## src/rtl/core/multi_button_debounce_events_macros.svh

```systemverilog
// Assertion macros used by the debounce block's top-level RTL file.
`ifndef MULTI_BUTTON_DEBOUNCE_EVENTS_MACROS_SVH
`define MULTI_BUTTON_DEBOUNCE_EVENTS_MACROS_SVH

`ifndef SYNTH

// Checked on every rising clock edge, suspended while reset is high.
`define MBDE_ASSERT(label, clk, rst, prop) \
   label: assert property (@(posedge clk) disable iff (rst) prop) \
      else $error("mbde assertion failed");

// Checked on every rising clock edge, reset included.
`define MBDE_ASSERT_ALWAYS(label, clk, prop) \
   label: assert property (@(posedge clk) prop) \
      else $error("mbde assertion failed");

`else

`define MBDE_ASSERT(label, clk, rst, prop)
`define MBDE_ASSERT_ALWAYS(label, clk, prop)

`endif

`endif

```

## src/rtl/core/mbde_pkg.sv

```systemverilog
// Package with the shared types and constants of the button debounce block.
`default_nettype none

package mbde_pkg;

   // Default number of buttons handled by one block.
   localparam int BUTTONS_DEFAULT = 4;

   // Field widths of the request and of the configuration register.
   localparam int TIME_WIDTH     = 32;
   localparam int DEBOUNCE_WIDTH = 16;

   // Debounce time after reset, in milliseconds.
   localparam logic [DEBOUNCE_WIDTH-1:0] DEBOUNCE_RESET = 16'd40;

   // Event codes reported per button.
   typedef enum logic [1:0] {
      EV_NONE     = 2'd0,
      EV_PRESSED  = 2'd1,
      EV_RELEASED = 2'd2,
      EV_CLICK    = 2'd3
   } event_type;

   // Per-button result handed from a button slice to the top level.
   typedef struct packed {
      event_type event_code;
      logic      down;
   } button_status_type;

endpackage

`default_nettype wire

```

## src/rtl/core/multi_button_debounce_events.sv

```systemverilog
// Top level of the multi-button debouncer with per-button event codes.
//
// Usage:
//   Each request on the req_ channel is one poll: a millisecond timestamp and
//   the raw pin levels of all buttons (1 high/released, 0 low/pressed).
//   Every request produces exactly one response on the rsp_ channel with a
//   two-bit event code per button and the mask of buttons held down.
//   The csr_ channel writes the debounce time in milliseconds; it is always
//   ready and should only be written while no poll is in flight.
//   A poll passes through the input register and then the button slices,
//   whose result is registered in the response buffer. Throughput is one
//   poll per cycle while the response buffer has room, set by the compare
//   and update in each button slice. Reset releases all buttons, clears
//   events and timers and restores the debounce time to 40 ms. When the
//   receiver stalls, the two-entry response buffer fills and then req_tready
//   drops until a response is taken.
`default_nettype none

module multi_button_debounce_events #(
   parameter int BUTTONS = mbde_pkg::BUTTONS_DEFAULT
) (
   input  wire logic                                         clock,
   input  wire logic                                         reset,
   // Request: [31:0] now_ms, [32+BUTTONS-1:32] raw_levels, zero padded.
   input  wire logic                                         req_tvalid,
   output logic                                              req_tready,
   input  wire logic [((mbde_pkg::TIME_WIDTH+BUTTONS+7)/8)*8-1:0] req_tdata,
   // Response: [2*BUTTONS-1:0] event_codes, [3*BUTTONS-1:2*BUTTONS] down_mask,
   // zero padded.
   output logic                                              rsp_tvalid,
   input  wire logic                                         rsp_tready,
   output logic [((3*BUTTONS+7)/8)*8-1:0]                     rsp_tdata,
   // Debounce time register write.
   input  wire logic                                         csr_valid,
   output logic                                              csr_ready,
   input  wire logic [mbde_pkg::DEBOUNCE_WIDTH-1:0]          csr_data
);

`include "multi_button_debounce_events_macros.svh"

   localparam int RSP_WIDTH = ((3*BUTTONS+7)/8)*8;
   localparam int RES_WIDTH = 3*BUTTONS;

   logic                                   in_valid_ff;
   logic                                   in_valid_in;
   logic [mbde_pkg::TIME_WIDTH-1:0]        in_now_ff;
   logic [BUTTONS-1:0]                     in_raw_ff;
   logic [mbde_pkg::DEBOUNCE_WIDTH-1:0]    debounce_ff;
   logic                                   req_accept;
   logic                                   fire;
   logic                                   q_full;
   logic                                   rsp_pop;
   logic [RES_WIDTH-1:0]                   q_data;
   logic [2*BUTTONS-1:0]                   events;
   logic [BUTTONS-1:0]                     down;
   logic [BUTTONS-1:0]                     rsp_pressed;
   logic [BUTTONS-1:0]                     rsp_click;
   logic [BUTTONS-1:0]                     rsp_released;
   mbde_pkg::button_status_type            status [BUTTONS];

   // Configuration register, always ready.
   assign csr_ready = 1'b1;

   always_ff @(posedge clock) begin
      if (reset) begin
         debounce_ff <= mbde_pkg::DEBOUNCE_RESET;
      end else if (csr_valid) begin
         debounce_ff <= csr_data;
      end
   end

   // Input register: a poll moves on when the response buffer has room.
   assign fire       = in_valid_ff && !q_full;
   assign req_tready = !in_valid_ff || !q_full;
   assign req_accept = req_tvalid && req_tready;

   always_comb begin
      in_valid_in = in_valid_ff;
      if (req_accept) begin
         in_valid_in = 1'b1;
      end else if (fire) begin
         in_valid_in = 1'b0;
      end
   end

   always_ff @(posedge clock) begin
      if (reset) begin
         in_valid_ff <= 1'b0;
      end else begin
         in_valid_ff <= in_valid_in;
      end
   end

   always_ff @(posedge clock) begin
      if (req_accept) begin
         in_now_ff <= req_tdata[mbde_pkg::TIME_WIDTH-1:0];
         in_raw_ff <= req_tdata[mbde_pkg::TIME_WIDTH +: BUTTONS];
      end
   end

   // One slice per button, all evaluated in the same cycle.
   for (genvar i = 0; i < BUTTONS; i++) begin : g_button
      mbde_button u_button (
         .clock       (clock),
         .reset       (reset),
         .fire        (fire),
         .now_ms      (in_now_ff),
         .raw_level   (in_raw_ff[i]),
         .settle_ms   (debounce_ff),
         .status      (status[i])
      );

      assign events[2*i +: 2] = status[i].event_code;
      assign down[i]          = status[i].down;

      // Per-button decode of the response, used by the checks below.
      assign rsp_pressed[i]  = q_data[2*i +: 2] == mbde_pkg::EV_PRESSED;
      assign rsp_click[i]    = q_data[2*i +: 2] == mbde_pkg::EV_CLICK;
      assign rsp_released[i] = q_data[2*i +: 2] == mbde_pkg::EV_RELEASED;
   end

   // Response buffer.
   assign rsp_pop = rsp_tvalid && rsp_tready;

   mbde_rsp_queue #(
      .WIDTH (RES_WIDTH)
   ) u_rsp_queue (
      .clock     (clock),
      .reset     (reset),
      .push      (fire),
      .push_data ({down, events}),
      .pop       (rsp_pop),
      .full      (q_full),
      .valid     (rsp_tvalid),
      .data      (q_data)
   );

   assign rsp_tdata = RSP_WIDTH'(q_data);

   // A processed poll is visible as a response on the next cycle.
   `MBDE_ASSERT(a_fire_gives_rsp, clock, reset, fire |=> rsp_tvalid)

   // A press event always comes with the button held down.
   `MBDE_ASSERT(a_pressed_is_down, clock, reset,
      rsp_tvalid |-> ((rsp_pressed & ~q_data[2*BUTTONS +: BUTTONS]) == '0))

   // A click event always comes with the button released.
   `MBDE_ASSERT(a_click_is_up, clock, reset,
      rsp_tvalid |-> ((rsp_click & q_data[2*BUTTONS +: BUTTONS]) == '0))

   // The released code is never reported.
   `MBDE_ASSERT(a_no_released, clock, reset, rsp_tvalid |-> (rsp_released == '0))

   // No poll is left waiting while the response buffer has room.
   `MBDE_ASSERT_ALWAYS(a_ready_when_room, clock, !q_full |-> req_tready)

endmodule

`default_nettype wire

```

## src/rtl/core/mbde_button.sv

```systemverilog
// One button slice: raw level tracking, settle timer compare and event state.
`default_nettype none

module mbde_button (
   input  wire logic                                 clock,
   input  wire logic                                 reset,
   input  wire logic                                 fire,
   input  wire logic [mbde_pkg::TIME_WIDTH-1:0]      now_ms,
   input  wire logic                                 raw_level,
   input  wire logic [mbde_pkg::DEBOUNCE_WIDTH-1:0]  settle_ms,
   output mbde_pkg::button_status_type               status
);

   logic                                raw_seen_ff;
   logic                                raw_seen_in;
   logic                                stable_ff;
   logic                                stable_in;
   logic [mbde_pkg::TIME_WIDTH-1:0]     change_time_ff;
   logic [mbde_pkg::TIME_WIDTH-1:0]     change_time_in;
   mbde_pkg::event_type                 held_event_ff;
   mbde_pkg::event_type                 held_event_in;
   logic [mbde_pkg::TIME_WIDTH-1:0]     elapsed;
   logic                                settled;

   // A raw edge restarts the settle timer at the poll time.
   always_comb begin
      raw_seen_in    = raw_level;
      change_time_in = (raw_level != raw_seen_ff) ? now_ms : change_time_ff;
      elapsed        = now_ms - change_time_in;
      settled        = elapsed >= mbde_pkg::TIME_WIDTH'(settle_ms);
   end

   // Once settled, the debounced level follows raw and the event is refreshed.
   always_comb begin
      stable_in     = stable_ff;
      held_event_in = held_event_ff;
      if (settled) begin
         if (stable_ff != raw_level) begin
            stable_in     = raw_level;
            held_event_in = raw_level ? mbde_pkg::EV_CLICK : mbde_pkg::EV_PRESSED;
         end else begin
            held_event_in = mbde_pkg::EV_NONE;
         end
      end
   end

   // State advances only when a poll is processed.
   always_ff @(posedge clock) begin
      if (reset) begin
         raw_seen_ff    <= 1'b1;
         stable_ff      <= 1'b1;
         change_time_ff <= '0;
         held_event_ff  <= mbde_pkg::EV_NONE;
      end else if (fire) begin
         raw_seen_ff    <= raw_seen_in;
         stable_ff      <= stable_in;
         change_time_ff <= change_time_in;
         held_event_ff  <= held_event_in;
      end
   end

   // Result of the poll being processed this cycle.
   assign status.event_code = held_event_in;
   assign status.down       = ~stable_in;

endmodule

`default_nettype wire

```

## src/rtl/core/mbde_rsp_queue.sv

```systemverilog
// Two-entry result buffer that decouples the processing stage from a stalled receiver.
`default_nettype none

module mbde_rsp_queue #(
   parameter int WIDTH = 12
) (
   input  wire logic             clock,
   input  wire logic             reset,
   input  wire logic             push,
   input  wire logic [WIDTH-1:0] push_data,
   input  wire logic             pop,
   output logic                  full,
   output logic                  valid,
   output logic [WIDTH-1:0]      data
);

   logic [WIDTH-1:0] entry_ff [2];
   logic             wr_ptr_ff;
   logic             wr_ptr_in;
   logic             rd_ptr_ff;
   logic             rd_ptr_in;
   logic [1:0]       count_ff;
   logic [1:0]       count_in;

   // Pointer and occupancy update.
   always_comb begin
      wr_ptr_in = push ? ~wr_ptr_ff : wr_ptr_ff;
      rd_ptr_in = pop ? ~rd_ptr_ff : rd_ptr_ff;
      count_in  = count_ff + 2'(push) - 2'(pop);
   end

   always_ff @(posedge clock) begin
      if (reset) begin
         wr_ptr_ff <= 1'b0;
         rd_ptr_ff <= 1'b0;
         count_ff  <= 2'd0;
      end else begin
         wr_ptr_ff <= wr_ptr_in;
         rd_ptr_ff <= rd_ptr_in;
         count_ff  <= count_in;
      end
   end

   // Payload storage needs no reset.
   always_ff @(posedge clock) begin
      if (push) begin
         entry_ff[wr_ptr_ff] <= push_data;
      end
   end

   assign full  = count_ff == 2'd2;
   assign valid = count_ff != 2'd0;
   assign data  = entry_ff[rd_ptr_ff];

endmodule

`default_nettype wire
```

## config.mk

```make
export PLATFORM = sky130hd
export DESIGN_NAME = multi_button_debounce_events
export DESIGN_NICKNAME = d
export VERILOG_FILES = /design/src/rtl/core/mbde_pkg.sv /design/src/rtl/core/multi_button_debounce_events.sv /design/src/rtl/core/mbde_button.sv /design/src/rtl/core/mbde_rsp_queue.sv
export VERILOG_INCLUDE_DIRS = /design/src /design/src/rtl/core
export SDC_FILE = /design/constraint.sdc
export NUM_CORES = 1
export LEC_CHECK = 0
export BUFFER_PORTS_ARGS = -buffer_cell sky130_fd_sc_hd__buf_2
export CORE_MARGIN = 1.5
export CORE_UTILIZATION = 57
export CTS_BUF_LIST = sky130_fd_sc_hd__clkbuf_4
export CTS_CLUSTER_SIZE = 8
export DETAILED_ROUTE_END_ITERATION = 12
export MAX_ROUTING_LAYER = met4
export PLACE_DENSITY = 0.74
export SKIP_LAST_GASP = 1
export SYNTH_ARGS = -nofsm -noshare
export SYNTH_HDL_FRONTEND = slang
export SYNTH_SLANG_ARGS = --single-unit
```

## constraint.sdc

```tcl
create_clock -name clock -period 12 [get_ports clock]
set_input_delay 1.8 -clock clock [delete_from_list [all_inputs] [get_ports clock]]
set_output_delay 1.8 -clock clock [all_outputs]
set_load 0.02 [all_outputs]
```

==> flow_summary.ini <==
[outcome]
status = complete, no violations

[route]
viasPerCell = 6.31
first_pass_iters = 5
drt-initial-drc-count = 1353
num_vias = 19300
ant_nets = 0
drc = 0
finalWirelength_mm = 60.8
wl_per_cell_um = 19.9

[setup_path]
r2r-start = in_raw_ff[0]$_DFFE_PP_
critPathCaptureType = flip-flop
crit_path_top_delay_cell = nor4b_2
worstPathMaxFanout = 37
worstRegToRegCells = 24
crit_start = in_raw_ff[0]$_DFFE_PP_
cpMostUsedCell = ha_1
cp.depth = 24
crit_end = u_rsp_queue.entry_ff[1][1]$_DFFE_PP_
arrival_ps = 7550
r2r_slack_ps = 4930
max_stage_delay_ps = 800
crit_required_ps = 12480
crit_path_start_kind = flip-flop
timing.rr.end = u_rsp_queue.entry_ff[1][1]$_DFFE_PP_
crit_family = simple AND/OR/NAND/NOR gates
critical_path_class = reg2reg
crit_chain = xnor2_2 > buf_4 > nand2_1 > o21ai_0 > ha_1 > inv_1 > ha_1 > nor2_1 > a221oi_1 > nor2_1 > o21bai_1 > or2_2 > xor2_1 > ha_1 > nor2b_1 > o21ai_0 > nand4_1 > a2111oi_0 > o2111ai_1 > a211oi_1 > nand4_1 > nor4b_2 > nand2_2 > mux2_4
path_buf_inv = 2

[grt]
grtUsageMet2_pct = 56.1
grt_pass1_vias = 18200
grt_max_degree = 99
grt_antenna_before_repair = 2
grt_usage_pct = 33.8
grt.busiest_layer = met2
grt_overflow = 0
grt_first_pass_wirelength_mm = 94.3
use_met1_pct = 40.6
grt_use_met3_pct = 4.61

[clock_network]
cts_sinks = 226
cts.root.buffer_cell = clkbuf_4
cts_buffer_depth = 3
cts_buffers = 68
hold_buffers = 0
tritoncts = yes
cts_setup_buffers = 0
clk_latency_ps = 780
clk_pin_slew_ps = 60
cts_resized = 0
cts_max_level = 3

[cells_and_area]
fin_util_pct = 62.2
fill_cells = 3111
final_net_count = 2766
regArea_um2 = 5120
drive_gt1_share_pct = 11.3
fin_area_um2 = 21500
multi_input_area_um2 = 14200
syn2layout_area_growth_pct = 6.86
instances_no_fill = 3059

[synthesis]
synth-async-reset-ratio_pct = 0
yosys.area.top_type = dfxtp_1
synth_top_area_share_pct = 16.5
synth_area_per_cell_um2 = 7.94
synth_common_cells = nand2_1, a21oi_1, nor2_1, dfxtp_1, ha_1
synth_cells = 2535
synth.distinct_cells = 111
syn-cell-area_um2 = 20100
synthTopCellsByArea = dfxtp_1, ha_1, edfxtp_1, mux2i_1, a21oi_1
synth_edf_count = 60
synth-seq-area-share_pct = 25.4
synth_warnings = 0
ys.flop_type = dfxtp_1
yosysMostFrequentCell = nand2_1
synth_seq_cells = 226

[sta]
fin_hold_ws_ps = 454
tightest_slew_ps = 1150
setup_viol = 0
fmax_ghz = 0.141
final.period_utilization_pct = 58.9
rsz0062_at_grt = no
finClkSkew_ps = 60.4
hold_viol = 0
slew_headroom_pct = 22.8
report.final.slew_viol_count = 0
setup_tns_ps = 0
period_minus_slack_ps = 7070

[power_and_ir_drop]
cellPowerDensity_nw_per_um2 = 164
peakVddDrop_uv = 149
leakagePower_nw = 8.63

[die]
fp.dieArea_um2 = 36500
core_area_um2 = 34600
die_y_um = 191
fp-row-count = 68
num_io_pins = 80
start_util_pct = 58.2
die_w_um = 191

[placement]
place_area_um2 = 20700
port_buffers = 70
dp.cells = 2936
place.gp.congestion = 0.982
hpwl_mm = 46.3

[min_path]
hold_depth = 2
hold_path_class = reg2reg
hp-start = g_button[3].u_button.change_time_ff[15]$_SDFFE_PP0P_

[job]
maxCapViolCount = 0
## cells in the final DEF, fill, tap and decap left out, types with 20 or more instances in the layout
| master | n |
|---|---|
| nand2_1 | 291 |
| a21oi_1 | 221 |
| nor2_1 | 219 |
| dfxtp_1 | 166 |
| ha_1 | 154 |
| mux2i_1 | 111 |
| o21ai_0 | 100 |
| clkbuf_4 | 100 |
| inv_1 | 82 |
| a211oi_1 | 80 |
| buf_2 | 69 |
| nor2b_1 | 67 |
| xnor2_1 | 62 |
| edfxtp_1 | 60 |
| nand3_1 | 59 |
| a21o_1 | 56 |
| nand2b_1 | 55 |
| nor3_1 | 50 |
| a31oi_1 | 38 |
| nand4_1 | 36 |
| xor2_1 | 34 |
| o211ai_1 | 28 |
| mux2_2 | 23 |
| and2_1 | 20 |
## cell families after synthesis
group | share of synthesized area [%]
buf+inv | 4.75
flops | 25.4
xor+xnor | 5.16
other cells | 0.0373
mux | 7.08
simple gates | 22.1
compound gates | 25.3
fa+ha+maj | 10.1
## per-layer routing
metal	share of wire [%]	vias to the layer above	routed length, µm
met5	0	-	0
li1	-	9423	-
met2	47	618	28400
met4	4.6	0	2790
met1	43	9072	26400
met3	5.4	181	3260
## worst min-delay path: cells and delay by family, from the launching register on
kind,cells,cell delay [ps]
flops,1,300
simple gates,1,50
compound gates,1,50
## area by class of cell
cell class | count | area share, %
Inverter | 86 | 1.51
Clock inverter | 20 | 0.506
Tap cell | 455 | 2.65
Antenna cell | 3 | 0.0349
Multi-Input combinational cell | 2083 | 65.8
Timing Repair Buffer | 86 | 2.20
Clock buffer | 100 | 3.49
Sequential cell | 226 | 23.8
## how the worst min path moves through the flow
| stage | endpoint | slack (ps) |
|---|---|---|
| 5_1_grt | g_button[3].u_button.change_time_ff[21]$_SDFFE_PP0P_ | 470 |
| 2_1_floorplan | g_button[0].u_button.held_event_ff[1]$_SDFFE_PP0P_ | 430 |
| 4_1_cts | g_button[3].u_button.change_time_ff[15]$_SDFFE_PP0P_ | 450 |
| 6_report | g_button[3].u_button.change_time_ff[15]$_SDFFE_PP0P_ | 450 |
| 3_5_place_dp | g_button[3].u_button.change_time_ff[26]$_SDFFE_PP0P_ | 450 |
| 3_3_place_gp | g_button[3].u_button.change_time_ff[21]$_SDFFE_PP0P_ | 440 |
## state kept, by name, indices dropped and copies added (netlist names), named ones only
name                              flops
u_rsp_queue.entry_ff                 24
debounce_ff                          16
u_rsp_queue.count_ff                  2
g_button.u_button.held_event_ff       8
g_button.u_button.change_time_ff    128
g_button.u_button.raw_seen_ff         4
in_raw_ff                             4
in_now_ff                            32
in_valid_ff                           1
u_rsp_queue.rd_ptr_ff                 1
u_rsp_queue.wr_ptr_ff                 1
## per-stage QoR
step,power [mW],worst slack (ps)
finish,3.54,4930
global route,3.79,4620
CTS,3.54,5120
detailed placement,2.76,5170
global placement,2.73,5250
floorplan,2.33,6340
## report_power, final
part	internal (mW)	switching, mW
registers	0.864	0.0844
clock network	0.402	0.354
logic	0.719	1.11
total	1.99	1.55
No activity file was read; power rests on OpenSTA's default activity.
